`config.mk`:
```
export PLATFORM = sky130hd
export DESIGN_NAME = dual_nor_flash_command_sequencer
export DESIGN_NICKNAME = d
export VERILOG_FILES = /design/src/hw/rtl/dnfcs_pkg.sv /design/src/hw/rtl/dnfcs_sequencer.sv /design/src/hw/rtl/dnfcs_datapath.sv /design/src/hw/rtl/dual_nor_flash_command_sequencer.sv
export SDC_FILE = /design/constraint.sdc
export NUM_CORES = 1
export LEC_CHECK = 0
export ABC_AREA = 1
export BUFFER_PORTS_ARGS = -buffer_cell sky130_fd_sc_hd__buf_4
export CAP_MARGIN = 20
export CORE_AREA = 4 4 109 90
export CTS_BUF_LIST = sky130_fd_sc_hd__clkbuf_2 sky130_fd_sc_hd__clkbuf_4 sky130_fd_sc_hd__clkbuf_8
export DETAILED_ROUTE_END_ITERATION = 8
export DIE_AREA = 0 0 113 94
export PLACE_DENSITY = 0.67
export SLEW_MARGIN = 10
export SYNTH_ARGS = -nofsm -noshare
export SYNTH_HDL_FRONTEND = slang
export SYNTH_SLANG_ARGS = --single-unit
```
`constraint.sdc`:
```
create_clock -name i_clk -period 2.75 [get_ports i_clk]
set_input_delay 0.1375 -clock i_clk [delete_from_list [all_inputs] [get_ports i_clk]]
set_output_delay 0.1375 -clock i_clk [all_outputs]
set_load 0.01 [all_outputs]
```
`src/hw/rtl/dnfcs_pkg.sv`:
```
// ----------------------------------------------------------------------------
// dnfcs_pkg
// Shared types, codes and the microcode program of the dual NOR flash
// command sequencer.
// ----------------------------------------------------------------------------
package dnfcs_pkg;

    localparam int BYTE_ADDRESS_WIDTH = 19;
    localparam int CHIP_ADDR_WIDTH    = BYTE_ADDRESS_WIDTH - 1;
    localparam int SECTOR_LOW_BITS    = 12;
    localparam int PC_W               = 4;
    localparam int PADDR_W            = 3;

    localparam logic [CHIP_ADDR_WIDTH-1:0] UNLOCK_A = CHIP_ADDR_WIDTH'(32'h5555);
    localparam logic [CHIP_ADDR_WIDTH-1:0] UNLOCK_B = CHIP_ADDR_WIDTH'(32'h2AAA);

    localparam logic [7:0] CMD_UNLOCK_1   = 8'hAA;
    localparam logic [7:0] CMD_UNLOCK_2   = 8'h55;
    localparam logic [7:0] CMD_ERASE_SET  = 8'h80;
    localparam logic [7:0] CMD_PROGRAM    = 8'hA0;
    localparam logic [7:0] CMD_SECTOR     = 8'h30;
    localparam logic [7:0] CMD_CHIP       = 8'h10;

    // operation codes
    localparam logic [1:0] FUNC_READ    = 2'd0;
    localparam logic [1:0] FUNC_PROGRAM = 2'd1;
    localparam logic [1:0] FUNC_SECTOR  = 2'd2;
    localparam logic [1:0] FUNC_CHIP    = 2'd3;

    // wait class codes
    localparam logic [1:0] WC_NONE    = 2'd0;
    localparam logic [1:0] WC_PROGRAM = 2'd1;
    localparam logic [1:0] WC_SECTOR  = 2'd2;
    localparam logic [1:0] WC_CHIP    = 2'd3;

    // register indexes
    localparam logic REG_ENDIAN_SWAP = 1'b0;

    // program entry points
    localparam logic [PC_W-1:0] PC_READ    = 4'd0;
    localparam logic [PC_W-1:0] PC_PROGRAM = 4'd1;
    localparam logic [PC_W-1:0] PC_ERASE   = 4'd5;
    localparam logic [PC_W-1:0] PC_LAST    = 4'd10;

    typedef enum logic [1:0] {
        ADDR_UNLOCK_A = 2'd0,
        ADDR_UNLOCK_B = 2'd1,
        ADDR_CHIP     = 2'd2,
        ADDR_ERASE    = 2'd3
    } t_addr_sel;

    typedef enum logic {
        CHIP_ITEM = 1'b0,
        CHIP_PASS = 1'b1
    } t_chip_sel;

    typedef enum logic [1:0] {
        DATA_CMD   = 2'd0,
        DATA_WRITE = 2'd1,
        DATA_ZERO  = 2'd2,
        DATA_ERASE = 2'd3
    } t_data_sel;

    typedef enum logic [1:0] {
        WAIT_NONE    = 2'd0,
        WAIT_PROGRAM = 2'd1,
        WAIT_ERASE   = 2'd2
    } t_wait_sel;

    typedef enum logic [1:0] {
        FLOW_NEXT = 2'd0,
        FLOW_END  = 2'd1,
        FLOW_LOOP = 2'd2
    } t_flow;

    typedef struct packed {
        t_addr_sel       addr_sel;
        t_chip_sel       chip_sel;
        t_data_sel       data_sel;
        logic [7:0]      cmd;
        logic            is_read;
        t_wait_sel       wait_sel;
        t_flow           flow;
        logic [PC_W-1:0] target;
    } t_uword;

    // one bus cycle handed from the sequencer to the datapath
    typedef struct packed {
        logic   load;
        logic   pass;
        logic   last;
        t_uword uword;
    } t_issue;

    function automatic t_uword uw(input t_addr_sel a, input t_chip_sel c,
                                  input t_data_sel d, input logic [7:0] cmd,
                                  input logic rd, input t_wait_sel w,
                                  input t_flow f, input logic [PC_W-1:0] tgt);
        t_uword r;
        r.addr_sel = a;
        r.chip_sel = c;
        r.data_sel = d;
        r.cmd      = cmd;
        r.is_read  = rd;
        r.wait_sel = w;
        r.flow     = f;
        r.target   = tgt;
        return r;
    endfunction

    // Microcode program. The erase body runs twice: once per chip.
    function automatic t_uword ucode_word(input logic [PC_W-1:0] pc);
        t_uword r;
        case (pc)
            4'd0:    r = uw(ADDR_CHIP, CHIP_ITEM, DATA_ZERO, 8'h00, 1'b1,
                            WAIT_NONE, FLOW_END, PC_READ);
            4'd1:    r = uw(ADDR_UNLOCK_A, CHIP_ITEM, DATA_CMD, CMD_UNLOCK_1, 1'b0,
                            WAIT_NONE, FLOW_NEXT, PC_READ);
            4'd2:    r = uw(ADDR_UNLOCK_B, CHIP_ITEM, DATA_CMD, CMD_UNLOCK_2, 1'b0,
                            WAIT_NONE, FLOW_NEXT, PC_READ);
            4'd3:    r = uw(ADDR_UNLOCK_A, CHIP_ITEM, DATA_CMD, CMD_PROGRAM, 1'b0,
                            WAIT_NONE, FLOW_NEXT, PC_READ);
            4'd4:    r = uw(ADDR_CHIP, CHIP_ITEM, DATA_WRITE, 8'h00, 1'b0,
                            WAIT_PROGRAM, FLOW_END, PC_READ);
            4'd5:    r = uw(ADDR_UNLOCK_A, CHIP_PASS, DATA_CMD, CMD_UNLOCK_1, 1'b0,
                            WAIT_NONE, FLOW_NEXT, PC_READ);
            4'd6:    r = uw(ADDR_UNLOCK_B, CHIP_PASS, DATA_CMD, CMD_UNLOCK_2, 1'b0,
                            WAIT_NONE, FLOW_NEXT, PC_READ);
            4'd7:    r = uw(ADDR_UNLOCK_A, CHIP_PASS, DATA_CMD, CMD_ERASE_SET, 1'b0,
                            WAIT_NONE, FLOW_NEXT, PC_READ);
            4'd8:    r = uw(ADDR_UNLOCK_A, CHIP_PASS, DATA_CMD, CMD_UNLOCK_1, 1'b0,
                            WAIT_NONE, FLOW_NEXT, PC_READ);
            4'd9:    r = uw(ADDR_UNLOCK_B, CHIP_PASS, DATA_CMD, CMD_UNLOCK_2, 1'b0,
                            WAIT_NONE, FLOW_NEXT, PC_READ);
            4'd10:   r = uw(ADDR_ERASE, CHIP_PASS, DATA_ERASE, 8'h00, 1'b0,
                            WAIT_ERASE, FLOW_LOOP, PC_ERASE);
            default: r = uw(ADDR_UNLOCK_A, CHIP_ITEM, DATA_ZERO, 8'h00, 1'b0,
                            WAIT_NONE, FLOW_END, PC_READ);
        endcase
        return r;
    endfunction

endpackage

```
`src/hw/rtl/dnfcs_sequencer.sv`:
```
// ----------------------------------------------------------------------------
// dnfcs_sequencer
// Step counter and jump logic that walks the microcode program.
// ----------------------------------------------------------------------------
module dnfcs_sequencer (
    input  logic                 i_clk,
    input  logic                 i_rst_n,
    input  logic                 i_accept,
    input  logic [1:0]           i_func,
    input  logic                 i_stage_free,
    output logic                 o_busy,
    output dnfcs_pkg::t_issue    o_issue
);
    import dnfcs_pkg::*;

    logic            r_busy, n_busy;
    logic            r_pass, n_pass;
    logic [PC_W-1:0] r_pc, n_pc;
    logic            w_step;
    t_uword          w_uword;

    always_comb begin
        w_uword = ucode_word(r_pc);
        w_step  = r_busy && i_stage_free;
        n_busy  = r_busy;
        n_pass  = r_pass;
        n_pc    = r_pc;
        if (i_accept) begin
            n_busy = 1'b1;
            n_pass = 1'b0;
            case (i_func)
                FUNC_READ:    n_pc = PC_READ;
                FUNC_PROGRAM: n_pc = PC_PROGRAM;
                default:      n_pc = PC_ERASE;
            endcase
        end else if (w_step) begin
            case (w_uword.flow)
                FLOW_NEXT: n_pc = r_pc + PC_W'(1);
                FLOW_LOOP: begin
                    if (!r_pass) begin
                        n_pc   = w_uword.target;
                        n_pass = 1'b1;
                    end else begin
                        n_busy = 1'b0;
                    end
                end
                default:   n_busy = 1'b0;
            endcase
        end
    end

    always_ff @(posedge i_clk) begin
        if (!i_rst_n) begin
            r_busy <= 1'b0;
            r_pass <= 1'b0;
            r_pc   <= PC_READ;
        end else begin
            r_busy <= n_busy;
            r_pass <= n_pass;
            r_pc   <= n_pc;
        end
    end

    assign o_busy        = r_busy;
    assign o_issue.load  = w_step;
    assign o_issue.pass  = r_pass;
    assign o_issue.last  = (w_uword.flow == FLOW_END) ||
                           ((w_uword.flow == FLOW_LOOP) && r_pass);
    assign o_issue.uword = w_uword;

    a_pc_in_program: assert property (@(posedge i_clk) disable iff (!i_rst_n)
        r_busy |-> (r_pc <= PC_LAST))
        else $error("step counter left the program");

    a_pass_in_erase: assert property (@(posedge i_clk) disable iff (!i_rst_n)
        r_pass |-> (r_pc >= PC_ERASE))
        else $error("second pass flag set outside the erase body");

    a_last_ends: assert property (@(posedge i_clk) disable iff (!i_rst_n)
        (o_issue.load && o_issue.last) |=> !r_busy)
        else $error("sequencer kept running after the final cycle");

    a_accept_starts: assert property (@(posedge i_clk) disable iff (!i_rst_n)
        i_accept |=> r_busy)
        else $error("accepted operation did not start");

endmodule

```
`src/hw/rtl/dnfcs_datapath.sv`:
```
// ----------------------------------------------------------------------------
// dnfcs_datapath
// Operand register and bus-cycle output register driven by the control word.
// ----------------------------------------------------------------------------
module dnfcs_datapath (
    input  logic                                     i_clk,
    input  logic                                     i_rst_n,
    input  logic                                     i_accept,
    input  logic [1:0]                               i_func,
    input  logic [dnfcs_pkg::BYTE_ADDRESS_WIDTH-1:0] i_byte_address,
    input  logic [7:0]                               i_write_data,
    input  logic                                     i_endian_swap,
    input  dnfcs_pkg::t_issue                        i_issue,
    input  logic                                     i_out_ready,
    output logic                                     o_out_valid,
    output logic [dnfcs_pkg::CHIP_ADDR_WIDTH-1:0]    o_chip_address,
    output logic                                     o_select_upper_chip,
    output logic [7:0]                               o_bus_data,
    output logic                                     o_is_read_cycle,
    output logic [1:0]                               o_wait_class,
    output logic                                     o_last_cycle
);
    import dnfcs_pkg::*;

    // held operation
    logic [1:0]                    r_func;
    logic [BYTE_ADDRESS_WIDTH-1:0] r_addr;
    logic [7:0]                    r_data;

    logic                          r_valid;
    logic [CHIP_ADDR_WIDTH-1:0]    r_caddr_out;
    logic                          r_upper;
    logic [7:0]                    r_bus;
    logic                          r_read;
    logic [1:0]                    r_wait;
    logic                          r_last;

    logic [CHIP_ADDR_WIDTH-1:0]    w_caddr;
    logic [CHIP_ADDR_WIDTH-1:0]    w_sector;
    logic                          w_is_sector;
    logic [CHIP_ADDR_WIDTH-1:0]    n_caddr_out;
    logic                          n_upper;
    logic [7:0]                    n_bus;
    logic [1:0]                    n_wait;

    always_comb begin
        w_caddr     = r_addr[BYTE_ADDRESS_WIDTH-1:1];
        w_sector    = {w_caddr[CHIP_ADDR_WIDTH-1:SECTOR_LOW_BITS],
                       {SECTOR_LOW_BITS{1'b0}}};
        w_is_sector = (r_func == FUNC_SECTOR);

        case (i_issue.uword.addr_sel)
            ADDR_UNLOCK_A: n_caddr_out = UNLOCK_A;
            ADDR_UNLOCK_B: n_caddr_out = UNLOCK_B;
            ADDR_CHIP:     n_caddr_out = w_caddr;
            default:       n_caddr_out = w_is_sector ? w_sector : UNLOCK_A;
        endcase

        // erase pass 0 goes to the lower chip select, pass 1 to the upper, reversed when endian_swap is set
        case (i_issue.uword.chip_sel)
            CHIP_ITEM: n_upper = r_addr[0] ^ i_endian_swap;
            default:   n_upper = i_issue.pass ^ i_endian_swap;
        endcase

        case (i_issue.uword.data_sel)
            DATA_CMD:   n_bus = i_issue.uword.cmd;
            DATA_WRITE: n_bus = r_data;
            DATA_ZERO:  n_bus = 8'h00;
            default:    n_bus = w_is_sector ? CMD_SECTOR : CMD_CHIP;
        endcase

        n_wait = WC_NONE;
        if (i_issue.last) begin
            case (i_issue.uword.wait_sel)
                WAIT_PROGRAM: n_wait = WC_PROGRAM;
                WAIT_ERASE:   n_wait = w_is_sector ? WC_SECTOR : WC_CHIP;
                default:      n_wait = WC_NONE;
            endcase
        end
    end

    always_ff @(posedge i_clk) begin
        if (i_accept) begin
            r_func <= i_func;
            r_addr <= i_byte_address;
            r_data <= i_write_data;
        end
        if (i_issue.load) begin
            r_caddr_out <= n_caddr_out;
            r_upper     <= n_upper;
            r_bus       <= n_bus;
            r_read      <= i_issue.uword.is_read;
            r_wait      <= n_wait;
            r_last      <= i_issue.last;
        end
    end

    always_ff @(posedge i_clk) begin
        if (!i_rst_n) begin
            r_valid <= 1'b0;
        end else if (i_issue.load) begin
            r_valid <= 1'b1;
        end else if (i_out_ready) begin
            r_valid <= 1'b0;
        end
    end

    assign o_out_valid         = r_valid;
    assign o_chip_address      = r_caddr_out;
    assign o_select_upper_chip = r_upper;
    assign o_bus_data          = r_bus;
    assign o_is_read_cycle     = r_read;
    assign o_wait_class        = r_wait;
    assign o_last_cycle        = r_last;

    a_no_overwrite: assert property (@(posedge i_clk) disable iff (!i_rst_n)
        (r_valid && !i_out_ready) |-> !i_issue.load)
        else $error("pending bus cycle overwritten");

    a_wait_on_last: assert property (@(posedge i_clk) disable iff (!i_rst_n)
        (r_valid && !r_last) |-> (r_wait == WC_NONE))
        else $error("wait class on a non-final cycle");

    a_read_final: assert property (@(posedge i_clk) disable iff (!i_rst_n)
        (r_valid && r_read) |-> (r_last && (r_bus == 8'h00)))
        else $error("read cycle not final or drives data");

endmodule

```
`src/hw/rtl/dual_nor_flash_command_sequencer.sv`:
```
// ----------------------------------------------------------------------------
// dual_nor_flash_command_sequencer
// Turns flash operations into bus cycles for two byte-interleaved NOR chips.
// ----------------------------------------------------------------------------
// One operation is taken per transfer on the input channel (func, byte
// address, write data) and expanded into its JEDEC bus cycles, each given as
// one result transfer: a read gives one transfer, a byte program four (unlock
// AA/55/A0 to the addressed chip, then the data write), and a sector or
// chip erase twelve (the erase sequence to the lower chip select, then to
// the upper, reversed by endian_swap). Byte address bit 0 XOR endian_swap
// picks the chip; the remaining bits are the chip address, and a sector erase
// clears its low 12 bits. The final cycle carries last_cycle and the wait
// class the host must honour before the next operation. A microcoded
// sequencer steps one control word per clock through a small program table
// while the output register is empty or draining, and holds while the
// output side stalls; a new operation is taken only once the last cycle of
// the previous one has gone into the output register. endian_swap sits at
// byte address 0 of the APB-style port and should be written only while the
// block is idle.
// ----------------------------------------------------------------------------
module dual_nor_flash_command_sequencer (
    input  logic                                     i_clk,
    input  logic                                     i_rst_n,
    // operation input
    input  logic                                     i_in_valid,
    output logic                                     o_in_ready,
    input  logic [1:0]                               i_func,
    input  logic [dnfcs_pkg::BYTE_ADDRESS_WIDTH-1:0] i_byte_address,
    input  logic [7:0]                               i_write_data,
    // bus cycle output
    output logic                                     o_out_valid,
    input  logic                                     i_out_ready,
    output logic [dnfcs_pkg::CHIP_ADDR_WIDTH-1:0]    o_chip_address,
    output logic                                     o_select_upper_chip,
    output logic [7:0]                               o_bus_data,
    output logic                                     o_is_read_cycle,
    output logic [1:0]                               o_wait_class,
    output logic                                     o_last_cycle,
    // configuration port
    input  logic                                     psel,
    input  logic                                     penable,
    input  logic                                     pwrite,
    input  logic [dnfcs_pkg::PADDR_W-1:0]            paddr,
    input  logic [31:0]                              pwdata,
    output logic [31:0]                              prdata,
    output logic                                     pready
);
    import dnfcs_pkg::*;

    logic   r_endian_swap;
    logic   w_busy;
    logic   w_accept;
    logic   w_stage_free;
    logic   w_reg_hit;
    t_issue w_issue;

    // word index of the register file is paddr[2]
    assign w_reg_hit    = (paddr[PADDR_W-1] == REG_ENDIAN_SWAP);
    assign pready       = 1'b1;
    assign prdata       = w_reg_hit ? {31'b0, r_endian_swap} : 32'b0;

    always_ff @(posedge i_clk) begin
        if (!i_rst_n) begin
            r_endian_swap <= 1'b0;
        end else if (psel && penable && pwrite && w_reg_hit) begin
            r_endian_swap <= pwdata[0];
        end
    end

    // take a new operation only between operations
    assign o_in_ready   = !w_busy;
    assign w_accept     = i_in_valid && !w_busy;
    // advance a step whenever the output register is empty or draining
    assign w_stage_free = !o_out_valid || i_out_ready;

    dnfcs_sequencer u_seq (
        .i_clk        (i_clk),
        .i_rst_n      (i_rst_n),
        .i_accept     (w_accept),
        .i_func       (i_func),
        .i_stage_free (w_stage_free),
        .o_busy       (w_busy),
        .o_issue      (w_issue)
    );

    dnfcs_datapath u_dp (
        .i_clk               (i_clk),
        .i_rst_n             (i_rst_n),
        .i_accept            (w_accept),
        .i_func              (i_func),
        .i_byte_address      (i_byte_address),
        .i_write_data        (i_write_data),
        .i_endian_swap       (r_endian_swap),
        .i_issue             (w_issue),
        .i_out_ready         (i_out_ready),
        .o_out_valid         (o_out_valid),
        .o_chip_address      (o_chip_address),
        .o_select_upper_chip (o_select_upper_chip),
        .o_bus_data          (o_bus_data),
        .o_is_read_cycle     (o_is_read_cycle),
        .o_wait_class        (o_wait_class),
        .o_last_cycle        (o_last_cycle)
    );

endmodule
```
== Yosys cells after proc, flatten, opt, wreduce, memory -nomap -nowiden ==
Memories as Yosys holds them, arrays and structs flattened. A register that Yosys moved wholly into a read port is not among the register bits.
Index checks and enable logic that the tools add are counted.
Storage, ports and cells
  register bits after elaboration: 68
  memory bits (read-only): 320
  input bits: 71
  word-level logic and storage cells: 75
  memories kept: 1
Memory list
  (no name shown): depth 16, bits a word 20, rd ports 1, clocked after memory_dff 1, wr ports 0, RTL line dnfcs_pkg.sv:114  | case (pc)
Cells by class
  add/sub/neg operators: 1
  eq/ne operators: 13
  muxes and demuxes: 21
  bitwise operators: 4
  reductions and logical operators: 21
Operators with widths (number)
  18-bit one-hot mux with 3 select lines: 1
  8-bit one-hot mux with 3 select lines: 1
  4-bit 2-to-1 mux: 5
  18-bit 2-to-1 mux: 1
  2-bit by 1-bit == test with 1-bit output, second input constant: 5
  2-bit == test, second input constant: 5
  2-bit logical NOT: 4
  1-bit 2-to-1 mux: 8
  4-bit one-hot mux with 2 select lines: 1
  1-bit logical AND: 6
  6-bit 2-to-1 mux: 1
  3-bit one-hot mux with 2 select lines: 1
  3-bit AND reduction: 2
  4-bit by 1-bit adder with 4-bit output, second input constant: 1
  2-bit one-hot mux with 2 select lines: 1
  2-bit nonzero test: 2
  3-bit by 1-bit != test with 1-bit output, second input constant: 1
  3-bit by 2-bit != test with 1-bit output, second input constant: 1
  3-bit nonzero test: 1
  1-bit logical NOT: 2
  1-bit logical OR: 2
  2-bit by 1-bit != test with 1-bit output, second input constant: 1
  1-bit NOT: 2
  1-bit one-hot mux with 2 select lines: 1
  other kinds (3): 4

== Depth between registers and ports, before layout ==
  depth in word-level cells: 7
  depth in mapped cells: 14
  mapped depth without buffers: 14

== Cells and area by module ==
From an unflattened synthesis, not the netlist that was laid out.
Unflattened totals
  cells, all modules: 348
  area total of the unflattened synthesis: 3607.2 µm²
Modules (own cells, without submodules)
  dnfcs_datapath: times used 1, cells each 166, area each 2293.4 µm², sequential area each 1821.7 µm²
  dnfcs_sequencer: times used 1, cells each 131, area each 980.9 µm², sequential area each 380.4 µm²
  dual_nor_flash_command_sequencer: times used 1, cells each 51, area each 332.8 µm², sequential area each 20.0 µm²

== Worst setup path before layout ==
No wires, ideal clock.
  path kind: reg2reg
  from: register u_dp.r_valid (netlist: u_dp.o_out_valid)
  to: register, netlist name u_seq.w_uword[14]
  library setup time: 114 ps
  arrival: 2101 ps
  required time: 2636 ps
  path slack: 535 ps
  cell stages (with the launch flop): 13
  buffers on the path: 0
  clock period less this slack: 2215 ps
  cell sequence: dfxtp_1 nand2_1 nand2_1 inv_1 nand2_1 nand3_1 a21oi_2 inv_1 ha_1 nand2_1 clkinv_1 nand2_1 nand2_1
RTL lines
  start, declared: RTL line dnfcs_datapath.sv:30  | logic r_valid;
  start signal, assigned: RTL line dnfcs_datapath.sv:100  | r_valid <= 1'b0;
  start signal, assigned: RTL line dnfcs_datapath.sv:102  | r_valid <= 1'b1;
  start signal, assigned: RTL line dnfcs_datapath.sv:104  | r_valid <= 1'b0;

==> impl_metrics.csv <==
group,metric,value,unit
run_status,outcome,"finished, final reports clean",
sta,final-setup-viol-count,0,
yosys,synthArstFlopShare,0,%
detailed_routing,drt-initial-drc-count,111,
sta,rsz0062_at_grt,"false",
sta,max_freq,0.502,GHz
setup_path,required,3.00,ns
placement,portBuffers,71,
cells_and_area,nNetsFinal,493,
power_and_ir_drop,internal_power,2.03,mW
power_and_ir_drop,leakage,2.01,nW
power_and_ir_drop,p_seq_share,53.7,%
sta,min_period,1.99,ns
yosys,synth_top_area_share,52.6,%
yosys,synthTopCellsByArea,"edfxtp_1 53%, dfxtp_1 12%, nand2_1 7.9%",
die,rows,31,
placement,dpl_worst_slack,0.784,ns
job,max_cap_viol_count,0,
yosys,ys_types,31,
yosys,yosysTopAreaCell,"edfxtp_1",
yosys,ys_seq_area_share,64.9,%
yosys,yosysMostFrequentCell,"nand2_1",
die,core_area,0.00880,mm2
sta,hold_violations,0,
placement,gp_congestion,0.814,
detailed_routing,vias,2288,
detailed_routing,post_drt_via_cell_ratio,4.28,
grt,grt_pass1_wl,10400,um
detailed_routing,postRouteAntennaNets,0,
grt,antenna_found_initial,0,
power_and_ir_drop,combPwrFrac,18.3,%
grt,grt_max_degree,34,
yosys,synth_xor_area_share,0.256,%
detailed_routing,post_drt_wl_per_cell,12.4,um
yosys,avgSynthCellArea,11.1,um2
die,io_pins,137,
setup_path,worstPathArrival,2.24,ns
die,dieArea,0.0106,mm2
clock_tree,cts_max_level,3,
power_and_ir_drop,swShare,28.7,%
sta,worst_slack,0.758,ns
placement,hpwl,4660,um
min_path,min_path_type,"in2reg",
clock_tree,clk_latency,0.35,ns
yosys,synthMuxAreaShare,0.292,%
setup_path,endpoint_kind,"flop",
clock_tree,postCtsSetupBuffers,0,
clock_tree,path_clk_slew,0.09,ns
clock_tree,cts_buffer_depth,2,
die,start_util,38.9,%
setup_path,critPathKind,"reg2reg",
clock_tree,clock_sinks,81,
setup_path,cp_max_fo,6,
yosys,synth-main-ff-cell,"edfxtp_1",
detailed_routing,wl,6630,um
yosys,yosys_warnings,0,
sta,post-route-period-util,72.4,%
grt,grt_pass1_vias,2257,
placement,placed_cells,490,
cells_and_area,stdcell_count,535,
cells_and_area,n_fill_cell,792,
die,die-width,113,um
sta,fin_tns_setup,0,ns
die,die_h,94,um
power_and_ir_drop,p_sw,0.816,mW
grt,grt_overflow_total,0,
yosys,syn_inst,308,
clock_tree,cts_root_buffer,"clkbuf_8",
yosys,synth_fa_ha_area_share,2.56,%
yosys,synth-edff-count,60,
yosys,synth-simple-area-share,15.5,%
clock_tree,tritoncts,"built",
cells_and_area,drive_gt1_share,25.5,%
detailed_routing,drc_errors,0,
power_and_ir_drop,p_per_area,641,mW/mm2
power_and_ir_drop,p_clk_share,27.9,%
yosys,synth_compound_area_share,4.42,%
cells_and_area,antennaDiodeCount,0,
yosys,ys_top_cells_by_count,"72 x nand2_1, 60 x edfxtp_1, 33 x inv_1, 32 x buf_4, 21 x dfxtp_1",
cells_and_area,area_growth,29.4,%
sta,skew,0.0135,ns
yosys,syn-cell-area,0.00343,mm2
yosys,ys_seq_elements,81,
grt,track_usage,12.7,%
detailed_routing,drtPass1Iterations,4,
power_and_ir_drop,vdd_drop_max,0.228,mV
yosys,synth_top_family_by_area,"simple AND/OR/NAND/NOR gates",
clock_tree,numCtsBuffers,9,
setup_path,start_kind,"flop",
sta,slew_viol_final,0,
layout by cell type, fill, tap and decap left out, types with 2 or more instances in the layout:
cell type / synthesis / layout
nand3_1: 16 / 16
clkinv_1: 1 / 2
inv_1: 33 / 33
buf_4: 32 / 73
nand3_2: 3 / 3
dfxtp_1: 21 / 21
o21ai_0: 9 / 9
nand4_1: 3 / 3
inv_2: 4 / 4
clkbuf_8: 0 / 9
nand2_2: 5 / 5
dlygate4sd3_1: 0 / 29
clkinvlp_4: 0 / 2
ha_1: 7 / 7
edfxtp_1: 60 / 60
conb_1: 2 / 32
inv_6: 0 / 2
a21oi_1: 6 / 6
nor2_1: 16 / 16
o21ai_2: 3 / 3
nand2_1: 72 / 72
registers in the layout, summed over array words and instances (netlist names), 2 cells and up:
register / count
u_dp.r_addr: 19
u_dp.o_chip_address: 18
u_dp.o_wait_class: 2
u_seq.r_pc: 4
u_dp.r_data: 8
u_dp.r_func: 2
u_dp.o_bus_data: 8
u_seq.w_uword: 13
layout make-up:
class                      count  area [um2]  area share [%]
inverter                      38         143            3.22
tap                          115         144            3.25
clock inverter                 7        52.6            1.19
timing repair buffer         102         838            18.9
sequential                    81        2220            50.1
multi-input combinational    183         908            20.5
clock buffer                   9         124            2.80
path summary, 6_finish.rpt:
path,end,start,depth (start not counted),slack (ns)
worst max-delay path,u_seq.w_uword[12],u_seq.w_uword[7],12,0.76
worst min-delay path,r_endian_swap,pwdata[0],2,0.04
worst max register to register,u_seq.w_uword[12],u_seq.w_uword[7],12,0.76
worst min register to register,u_dp.o_is_read_cycle,u_seq.w_uword[8],0,0.41
power by group through the flow:
stage	Clock (mW)	Sequential, mW	Combinational, mW
finish	0.794	1.53	0.520
global route	0.875	1.54	0.584
CTS	0.822	1.53	0.525
detailed placement	0	1.56	0.489
global placement	0	1.55	0.476
floorplan	0	1.57	0.316
per-layer routing:
metal	global-route usage [%]	vias up	wire, um
li1	-	1160	-
met2	22.4	67	3420
met1	14.5	1050	2700
met3	3.35	11	370
met5	0	-	0
met4	5.21	0	140
critical path, cell delays in order (launching register included):
cell	delay (ns)
dfxtp_1	0.43
nand2_1	0.09
nand2_2	0.12
inv_1	0.08
nand2_1	0.10
nand3_1	0.13
a21oi_2	0.27
inv_1	0.10
ha_1	0.26
nand2_1	0.09
clkinv_1	0.07
nand2_1	0.09
nand2_1	0.06
cells by family (layout without fill, tap and decap cells):
family                     after synthesis  after routing
AOI/OAI and AO/OA                       23             23
xor gates and xnor gates                 1              1
adders and majority gates                7              7
buffers and inverters                   74            156
DFF                                     81             81
muxes                                    1              1
other                                    2             32
and+or+nand+nor                        119            119
metrics by stage:
stage	total power, mW	hold slack, ns	area [um2]	utilization (%)
2_1_floorplan	1.88	0.236	3540	-
3_3_place_gp	2.03	0.317	3970	45.0
3_5_place_dp	2.05	0.317	3970	45.0
4_1_cts	2.87	0.0210	4430	50.3
5_1_grt	3.00	0.0148	4430	50.3
6_report	2.84	0.0369	4430	50.3
what timing repair did:
action,in CTS,in global routing
hold buffers,29,0
gates resized for setup,0,0
endpoints found under the hold margin,29,0
(Power assumes the default switching activity.)
